===== src/sv/wlqe_pkg.sv =====
// Shared types and constants for the wide line quad expander.
// No dependencies; imported by every module of the block.
`default_nettype none

package wlqe_pkg;

   localparam int COORD_W              = 16;
   localparam int DIFF_W               = COORD_W + 1;
   localparam int COORD_FRAC_BITS_DEF  = 14;
   localparam int COORD_FRAC_BITS_MIN  = 8;
   localparam int COORD_FRAC_BITS_MAX  = 20;
   localparam int LEN_EXTRA_BITS       = 14;
   localparam int UNIT_FRAC_BITS       = 16;
   localparam int WIDTH_FRAC_BITS      = 8;
   localparam int WIDTH_DIV            = 50;
   localparam int HALF_DIV             = WIDTH_DIV / 2;

   localparam int SQ_W   = 2 * DIFF_W;
   localparam int RAD_W  = SQ_W + 2 * LEN_EXTRA_BITS;
   localparam int LEN_W  = RAD_W / 2;
   localparam int NUM_SH = LEN_EXTRA_BITS + UNIT_FRAC_BITS;
   localparam int DIV_W  = LEN_W + UNIT_FRAC_BITS + 2;
   localparam int Q_W    = UNIT_FRAC_BITS + 1;
   localparam int PROD_W = COORD_W + Q_W;

   localparam int QDEPTH = 4;
   localparam int QA_W   = $clog2(QDEPTH);

   typedef struct packed {
      logic signed [COORD_W-1:0] start_x;
      logic signed [COORD_W-1:0] start_y;
      logic signed [COORD_W-1:0] end_x;
      logic signed [COORD_W-1:0] end_y;
      logic [COORD_W-1:0]        line_width;
      logic signed [DIFF_W-1:0]  dx;
      logic signed [DIFF_W-1:0]  dy;
      logic                      degen;
   } seg_type;

   typedef struct packed {
      seg_type         seg;
      logic [SQ_W-1:0] sq;
   } entry_type;

endpackage

`default_nettype wire


===== src/sv/wlqe_queue.sv =====
// Short queue between the front end and the arithmetic back end.
// Depends on wlqe_pkg.
`default_nettype none

module wlqe_queue
   import wlqe_pkg::*;
(
   input  wire logic      clock,
   input  wire logic      reset,
   input  wire logic      push_valid,
   input  wire entry_type push_data,
   output logic           push_ready,
   output logic           pop_valid,
   output entry_type      pop_data,
   input  wire logic      pop
);

   entry_type         slot_ff [QDEPTH];
   logic [QA_W-1:0]   wr_ptr_ff;
   logic [QA_W-1:0]   rd_ptr_ff;
   logic [QA_W:0]     count_ff;
   logic              do_push;
   logic              do_pop;

   assign push_ready = count_ff != (QA_W+1)'(QDEPTH);
   assign pop_valid  = count_ff != '0;
   assign pop_data   = slot_ff[rd_ptr_ff];
   assign do_push    = push_valid && push_ready;
   assign do_pop     = pop && pop_valid;

   always_ff @(posedge clock) begin
      if (reset) begin
         wr_ptr_ff <= '0;
         rd_ptr_ff <= '0;
         count_ff  <= '0;
      end else begin
         if (do_push) begin
            wr_ptr_ff <= wr_ptr_ff + 1'b1;
         end
         if (do_pop) begin
            rd_ptr_ff <= rd_ptr_ff + 1'b1;
         end
         if (do_push && !do_pop) begin
            count_ff <= count_ff + 1'b1;
         end else if (do_pop && !do_push) begin
            count_ff <= count_ff - 1'b1;
         end
      end
      if (do_push) begin
         slot_ff[wr_ptr_ff] <= push_data;
      end
   end

endmodule

`default_nettype wire


===== config.mk =====
export PLATFORM = sky130hd
export DESIGN_NAME = wlqe_queue
export DESIGN_NICKNAME = d
export VERILOG_FILES = /design/src/sv/wlqe_pkg.sv /design/src/sv/wlqe_queue.sv
export SDC_FILE = /design/constraint.sdc
export NUM_CORES = 1
export LEC_CHECK = 0
export BUFFER_PORTS_ARGS = -buffer_cell sky130_fd_sc_hd__buf_2
export CORE_MARGIN = 5
export CORE_UTILIZATION = 64
export CTS_BUF_LIST = sky130_fd_sc_hd__clkbuf_8
export DETAILED_ROUTE_END_ITERATION = 10
export PLACE_DENSITY = 0.88
export SYNTH_ARGS = -nofsm -noshare
export SYNTH_HDL_FRONTEND = slang
export SYNTH_SLANG_ARGS = --single-unit

===== constraint.sdc =====
create_clock -name clock -period 7.9 [get_ports clock]
set_input_delay 1.185 -clock clock [delete_from_list [all_inputs] [get_ports clock]]
set_output_delay 1.185 -clock clock [all_outputs]
set_load 0.005 [all_outputs]

# == Word-level counts from Yosys, hierarchy flattened ==
# Memory sizes are Yosys's and may differ from the RTL's. A register that Yosys moved wholly into a read port is not among the register bits.
# Index checks and enable logic that the tools add are counted.
# totals
register_bits,7
mem_bits_rw,596
input_bits,153
output_inout_bits,151
word_cells,23
mem_count,1
# memory_table
memory,words,word_bits,read_ports,rd_clocked_by_memory_dff,wr,line_no,rtl
slot_ff,4,149,1,1,1,wlqe_queue.sv:18,entry_type slot_ff [QDEPTH];
# op_classes
addsub,4
eq_ne,1
mux,6
n_reduce_logical,8
# op_table
cell,count
3-bit two-way mux,2
"2-bit by 1-bit adder with 2-bit output, second input constant",2
1-bit logical AND,4
2-bit two-way mux,2
"3-bit by 1-bit adder with 3-bit output, second input constant",1
"3-bit inequality test, second input constant",1
3-bit nonzero test,1
"3-bit by 1-bit subtractor with 3-bit output, second input constant",1
1-bit logical NOT,2
1-bit two-way mux,2
2-bit nonzero test,1

# == Logic depth before layout (Yosys ltp) ==
# Gate-level depths: netlist of run 1.
# logic_depth
ltp_word,6
depth_mapped,8
mapped_depth_nobuf,8

# == Least setup slack after synthesis of run 1 ==
# OpenSTA, ideal clock, no wires.
# synth_timing
kind,input-to-reg
start,in push_valid
end,"mem slot_ff[0][0] (netlist bit), enable pin"
setup_time_ps,526
arrival_ps,4905
required_ps,7374
slack_ps,2469
cell_stages,2
path_buffers,0
cell_sequence,a21boi_2 and2_1
# synth_via
elab_chain_cells,3
# synth_rtl
element,line_no,rtl
start: declaration,wlqe_queue.sv:10,"input wire logic push_valid,"
1-bit logical AND,wlqe_queue.sv:28,assign do_push = push_valid && push_ready;
1-bit two-way mux,wlqe_queue.sv:49,if (do_push) begin
1-bit two-way mux (implied by the code),wlqe_queue.sv:50,slot_ff[wr_ptr_ff] <= push_data;
end: declaration,wlqe_queue.sv:18,
# No other way between the ends.

==> metrics.cfg, run 1 <==
[clocking]
clkTransAtPathRegs_ns=0.06
cts_setup_buffers=0
cts_resized=0
numCtsBuffers=91
cts_max_level=3
cts_root_buf=clkbuf_8
cts_tree=built
ctsHoldBuffers=0
clock_latency_ns=0.65
cts.sinks=605
clock_path_buffers=3

[flow_run]
maxCapViolCount=0

[placement]
dp_slack_ns=3.767
place_hpwl_um=27530
finalWeightedCongestion=0.7823
port_buffers=303

[timing]
min_period_ns=4.668
finalWorstSetupSlack_ns=3.232
tns_ns=0
fmax_mhz=214.2
finalCritPeriodShare_pct=59.09
tightest_slew_ns=1.106
hold_viol=0
drv_slew=0
finalSetupViolCount=0
rsz0062_at_grt=false
clock_skew_ns=0.03250
fin_hold_ws_ns=0.5216
worst_slew_margin_rel_pct=26.27

[synthesis]
synthMostInstantiatedCell=edfxtp_1
ys_warn_count=0
yosysSeqAreaShare_pct=82.24
synth_top_cell_by_area=edfxtp_1
syn-num-nets=986
ys_seq_elements=605
syn_avg_cell_area_um2=26.58
syn_inst=827
synth_edf_count=596
synth_flop_cell=edfxtp_1
synth_cell_types=23
yosysTopAreaCellShare_pct=81.42
syn_area_um2=21980
async_reset_ff_share_pct=0
synth_top_cells_by_area=edfxtp_1 81%, mux4_2 15%, dfxtp_1 0.82%
synthTopCellsByCount=596 x edfxtp_1, 149 x mux4_2, 16 x buf_2, 14 x buf_6, 9 x dfxtp_1

[setup_path]
arrival_ns=3.48
critical_path.max_fanout=54
cp_top_family=buffers and inverters
cp.required_ns=6.71
r2r_cells=4
r2r-start=count_ff[0]$_SDFFE_PP0P_
path_cells=buf_4 > mux4_2 > buf_2
worstSetupPathType=reg -> out
slowest_stage=dfxtp_4
crit_path_start_kind=flip-flop
end_kind=primary output
max_stage_delay_ns=1.01
timing.rr.end=slot_ff[3][98]$_DFFE_PP_
path_buf_inv=2
r2r_setup_slack_ns=5.18

[floorplanning]
fp.dieH_um=195.3
dieArea_um2=38150
die_x_um=195.3
start_util_pct=65.23
num_io_pins=304
core_um2=33700
row_count=67

[final_layout]
final_nets=1360
syn_to_final_growth_pct=17.05
post_route_cells_drive_above_1_share_pct=46.59
num-fill-cells=1721

[power]
internal_power_mw=6.110
p_comb_share_pct=20.5
switching_share_pct=25.86
leakagePower_nw=8.714
ir_drop_uv=329.6
switchingPower_mw=2.131
power.density_nw_per_um2=320.3
power_frac_clock_pct=30.0
p_seq_share_pct=49.5

[grt]
grt_use_total_pct=23.27
grt_pass1_vias=10780
grt_pass1_wl_um=66190
gr-total-overflow=0
antenna_found_initial=9
grt_max_degree=72

[detailed_routing]
vias=10240
wl_per_cell_um=25.40
routed_wirelength_um=43950
drtAntennaViolNets=0
drc=0
drtPass1Iterations=5
drt_iter0_drc=711
vias_per_cell=5.918

[outcome]
outcome=complete, no violations

[hold_path]
hold_path.class=reg -> reg
hp-start=wr_ptr_ff[1]$_SDFFE_PP0P_
hold_path_end=wr_ptr_ff[1]$_SDFFE_PP0P_
whs_path_depth=2

[state kept, by name, summed over array words and instances, names as in the netlist, named ones only]
signal,cells
slot_ff,596
count_ff,3
rd_ptr_ff,2
wr_ptr_ff,2
[placed cells by master, fill, tap and decap left out, types with 3 or more instances in the layout]
| cell | count |
|---|---|
| edfxtp_1 | 596 |
| buf_2 | 303 |
| mux4_2 | 149 |
| clkbuf_8 | 99 |
| clkinv_1 | 27 |
| inv_1 | 22 |
| buf_4 | 13 |
| clkinv_2 | 9 |
| nor2_1 | 8 |
| diode_2 | 7 |
| dfxtp_1 | 7 |
| ha_1 | 5 |
| bufinv_16 | 5 |
| and2_4 | 4 |
| xor2_1 | 4 |
| inv_8 | 3 |
[power groups by stage]
stage	combinational, mW	sequential, mW	clock, mW
floorplan	1.15	4.06	0
global placement	1.67	4.12	0
detailed placement	1.72	4.15	0
CTS	1.73	4.09	2.52
global route	1.82	4.11	2.70
finish	1.69	4.08	2.47
[per-stage QoR]
step / power (mW) / cell area (um^2) / util [%] / instances
after global placement: 5.786 / 23910 / 70.94 / 1556
after CTS: 8.342 / 25710 / 76.30 / 1723
after detailed placement: 5.869 / 23910 / 70.94 / 1556
after global routing: 8.629 / 25720 / 76.33 / 1727
final: 8.241 / 25730 / 76.35 / 1730
after floorplan: 5.210 / 21980 / - / 827
[worst max-delay path by stage]
stage | start | to | depth (start not counted)
global route | flip-flop | pop_data[64] | 3
global placement | flip-flop | pop_data[68] | 3
detailed placement | flip-flop | pop_data[64] | 3
CTS | flip-flop | pop_data[64] | 3
floorplan | push_valid | slot_ff[0][0]$_DFFE_PP_ | 2
finish | flip-flop | pop_data[64] | 3
[cell type report]
type	count	area (um^2)	area share, %
inverters	3	11.26	0.04377
repair buffers	316	1614	6.273
clock inverters	68	442.9	1.721
diodes	7	17.52	0.06808
well taps	448	560.5	2.179
flip-flops and latches	605	18080	70.29
clock buffers	99	1363	5.296
multi-input cells	184	3636	14.13
[worst reg2reg max path: cells and delay by family, from the launching register on]
kind            cells  cell delay [ns]
buf+inv             1             0.81
simple gates        2             0.51
flops               1             0.47
compound gates      1             0.37
[cell families (layout without fill, tap and decap cells)]
kind of cell | after synthesis | count (layout) | share of synthesized area (%)
buf+inv | 38 | 486 | 1.269
other cells | 0 | 7 | 0
flops | 605 | 605 | 82.24
xor+xnor | 4 | 4 | 0.1594
mux | 152 | 152 | 15.41
compound gates | 5 | 5 | 0.1707
simple gates | 17 | 17 | 0.3813
fa+ha+maj | 6 | 6 | 0.3757
[per-layer routing]
metal	wire [um]	part of all wire, %	global-route usage, %	vias up
met4	1112	2.5	7.965	10
met1	16320	37	31.09	5290
li1	-	-	-	4368
met5	66	0.15	0	-
met3	3834	8.7	7.307	89
met2	22620	51	37.42	481
Note: power is estimated with default switching activity, not from simulation.
==> inputs of run 2 (changes only) <==
ABC_AREA = 1   (was not set)
CORE_UTILIZATION = 59   (was 64)
PLACE_DENSITY = 0.81   (was 0.88)
clock period = 4.7 ns   (was 7.9 ns; I/O delays follow)
==> metrics.cfg, run 2 <==
[synthesis]
syn_inst=1508  ; was 827
syn_avg_cell_area_um2=14.95  ; was 26.58 um^2
synth_flop_cell=edfxtp_1  ; unchanged
ys_seq_elements=605  ; unchanged
synth_edf_count=596  ; unchanged
synthMostInstantiatedCell=edfxtp_1  ; unchanged
yosysTopAreaCellShare_pct=79.37  ; was 81.42%
async_reset_ff_share_pct=0  ; unchanged
ys_warn_count=0  ; unchanged
synth_top_cell_by_area=edfxtp_1  ; unchanged
synth_cell_types=21  ; was 23
syn-num-nets=1667  ; was 986
synthTopCellsByCount=596 x edfxtp_1, 312 x nor2_1, 207 x o21ai_0, 149 x o22ai_1, 92 x o21ai_1  ; was 596 x edfxtp_1, 149 x mux4_2, 16 x buf_2, 14 x buf_6, 9 x dfxtp_1
yosysSeqAreaShare_pct=80.17  ; was 82.24%
syn_area_um2=22550  ; was 21980 um^2
synth_top_cells_by_area=edfxtp_1 79%, nor2_1 5.2%, o21ai_0 4.6%  ; was edfxtp_1 81%, mux4_2 15%, dfxtp_1 0.82%

[setup_path]
end_kind=primary output  ; unchanged
crit_path_start_kind=flip-flop  ; unchanged
worstSetupPathType=reg -> out  ; unchanged
critical_path.max_fanout=80  ; was 54
cp.required_ns=3.99  ; was 6.71 ns
arrival_ns=3.04  ; was 3.48 ns

[timing]
drv_slew=0  ; unchanged
tightest_slew_ns=1.094  ; was 1.106 ns
finalCritPeriodShare_pct=79.67
worst_slew_margin_rel_pct=26.91  ; was 26.27%
min_period_ns=3.745
rsz0062_at_grt=false  ; unchanged
fmax_mhz=267.0
finalSetupViolCount=0  ; unchanged
hold_viol=0  ; unchanged
clock_skew_ns=0.01999  ; was 0.03250 ns
fin_hold_ws_ns=0.2735  ; was 0.5216 ns

[placement]
place_inst=2249  ; was 1556
finalWeightedCongestion=0.7784  ; was 0.7823
port_buffers=303  ; unchanged
place_hpwl_um=27960  ; was 27530 um

[clocking]
cts.sinks=605  ; unchanged
clock_latency_ns=0.64  ; was 0.65 ns
clock_path_buffers=3  ; unchanged
cts_max_level=3  ; unchanged
clkTransAtPathRegs_ns=0.06  ; about the same
cts_resized=0  ; unchanged
cts_root_buf=clkbuf_8  ; unchanged
numCtsBuffers=91  ; unchanged
cts_tree=built  ; unchanged
ctsHoldBuffers=0  ; unchanged
cts_setup_buffers=0  ; unchanged

[final_layout]
final_util_pct=69.07  ; was 76.35%
reg.largest.list=slot_ff (596), count_ff (3)  ; unchanged
multi_input_area_um2=3820  ; was 3636 um^2
num-fill-cells=2460  ; was 1721
post_route_cells_drive_above_1_share_pct=23.29  ; was 46.59%
final_nets=1990  ; was 1360
largest_reg_flops=596  ; unchanged
layout_commonest_cell=edfxtp_1  ; unchanged
seqCellArea_um2=18080  ; unchanged
final_cells=2422  ; was 1730
syn_to_final_growth_pct=15.38  ; was 17.05%
largest-register=slot_ff  ; unchanged
final_cell_mix=596 x edfxtp_1, 308 x nor2_1, 303 x buf_2, 207 x o21ai_0, 149 x o22ai_1  ; was 596 x edfxtp_1, 303 x buf_2, 149 x mux4_2, 99 x clkbuf_8, 27 x clkinv_1

[power]
power_frac_clock_pct=27.8  ; was 30.0%
power.density_nw_per_um2=522.4  ; was 320.3 nW/um^2
internal_power_mw=9.481  ; was 6.110 mW
ir_drop_uv=427.7  ; was 329.6 uV
power_mw=13.59  ; was 8.241 mW
leakagePower_nw=9.159  ; was 8.714 nW
p_comb_share_pct=22.5  ; was 20.5%
switching_share_pct=30.23  ; was 25.86%
p_seq_share_pct=49.7  ; was 49.5%
switchingPower_mw=4.109  ; was 2.131 mW

[floorplanning]
start_util_pct=59.87  ; was 65.23%
die_x_um=205.5  ; was 195.3 um
core_um2=37670  ; was 33700 um^2
row_count=71  ; was 67
fp.dieH_um=205.5  ; was 195.3 um
dieArea_um2=42230  ; was 38150 um^2
num_io_pins=304  ; unchanged

[outcome]
outcome=complete, no violations  ; unchanged

[grt]
grt_max_degree=163  ; was 72
met1_usage_pct=28.28  ; was 31.09%
met3_usage_pct=7.392  ; was 7.307%
antenna_found_initial=15  ; was 9
grt_pass1_vias=13810  ; was 10780
gr-total-overflow=0  ; unchanged
grt_pass1_wl_um=74560  ; was 66190 um
grt_use_total_pct=22.75  ; was 23.27%
grtUsageMet2_pct=37.83  ; was 37.42%
grt.busiest_layer=met2  ; unchanged

[detailed_routing]
routed_wirelength_um=48970  ; was 43950 um
drt_iter0_drc=1094  ; was 711
drc=0  ; unchanged
wl_per_cell_um=20.22  ; was 25.40 um
drtAntennaViolNets=0  ; unchanged
drtPass1Iterations=5  ; unchanged
vias_per_cell=5.746  ; was 5.918
vias=13920  ; was 10240

[flow_run]
maxCapViolCount=0  ; unchanged

[hold_path]
hold_path.class=in -> reg  ; was reg -> reg

-- run 2: area by class of cell --
cell class                      instances  share of cell area [%]
Antenna cell                           13                  0.1250
Clock buffer                           92                   4.867
Clock inverter                         68                   1.231
Inverter                               16                  0.2693
Multi-Input combinational cell        790                   14.68
Sequential cell                       605                   69.51
Tap cell                              511                   2.457
Timing Repair Buffer                  327                   6.858
-- run 2: critical path: stages, from the launching register on --
cell     delay, ns
dfxtp_4       0.92
buf_4         0.73
o21ai_0       0.21
o22ai_1       0.34
buf_2         0.19
-- run 2: power groups by stage --
stage	registers [mW]	logic [mW]	clock network, mW
floorplan	6.83	1.86	0
global placement	6.83	2.97	0
detailed placement	6.86	3.07	0
CTS	6.75	3.08	3.85
global route	6.79	3.37	4.14
finish	6.75	3.05	3.78
-- run 2: metrics by stage --
stage / setup WS, ns / setup TNS (ns) / area (um^2)
after floorplan: -0.4867 / -290.10 / 22560
after global placement: 1.555 / 0 / 24400
after detailed placement: 1.559 / 0 / 24400
after CTS: 0.8559 / 0 / 25980
after global routing: 0.7245 / 0 / 26000
final: 0.9553 / 0 / 26020
-- run 2: path summary, 6_finish.rpt --
check	start	end	slack, ns	cells after the start
worst min register to register	rd_ptr_ff[1]$_SDFFE_PP0P_	flip-flop	0.50	2
worst max-delay path	flip-flop	pop_data[136]	0.96	4
worst max register to register	count_ff[0]$_SDFFE_PP0P_	slot_ff[2][48]$_DFFE_PP_	2.10	5
worst min-delay path	push_data[92]	slot_ff[2][92]$_DFFE_PP_	0.27	1
-- run 2: cell families after synthesis --
| group | count (synthesis) | share of synthesized area (%) |
|---|---|---|
| xor gates and xnor gates | 1 | 0.03885 |
| AOI/OAI and AO/OA | 451 | 10.84 |
| DFF | 605 | 80.17 |
| adders and majority gates | 6 | 0.3662 |
| buffers and inverters | 113 | 3.024 |
| and+or+nand+nor | 332 | 5.565 |
-- run 2: metal layers --
| metal | part of all wire, % | up-vias | wire length [um] |
|---|---|---|---|
| li1 | - | 6374 | - |
| met4 | 2.6 | 16 | 1295 |
| met1 | 38 | 6799 | 18500 |
| met3 | 9.7 | 104 | 4771 |
| met2 | 50 | 624 | 24300 |
| met5 | 0.21 | - | 103 |
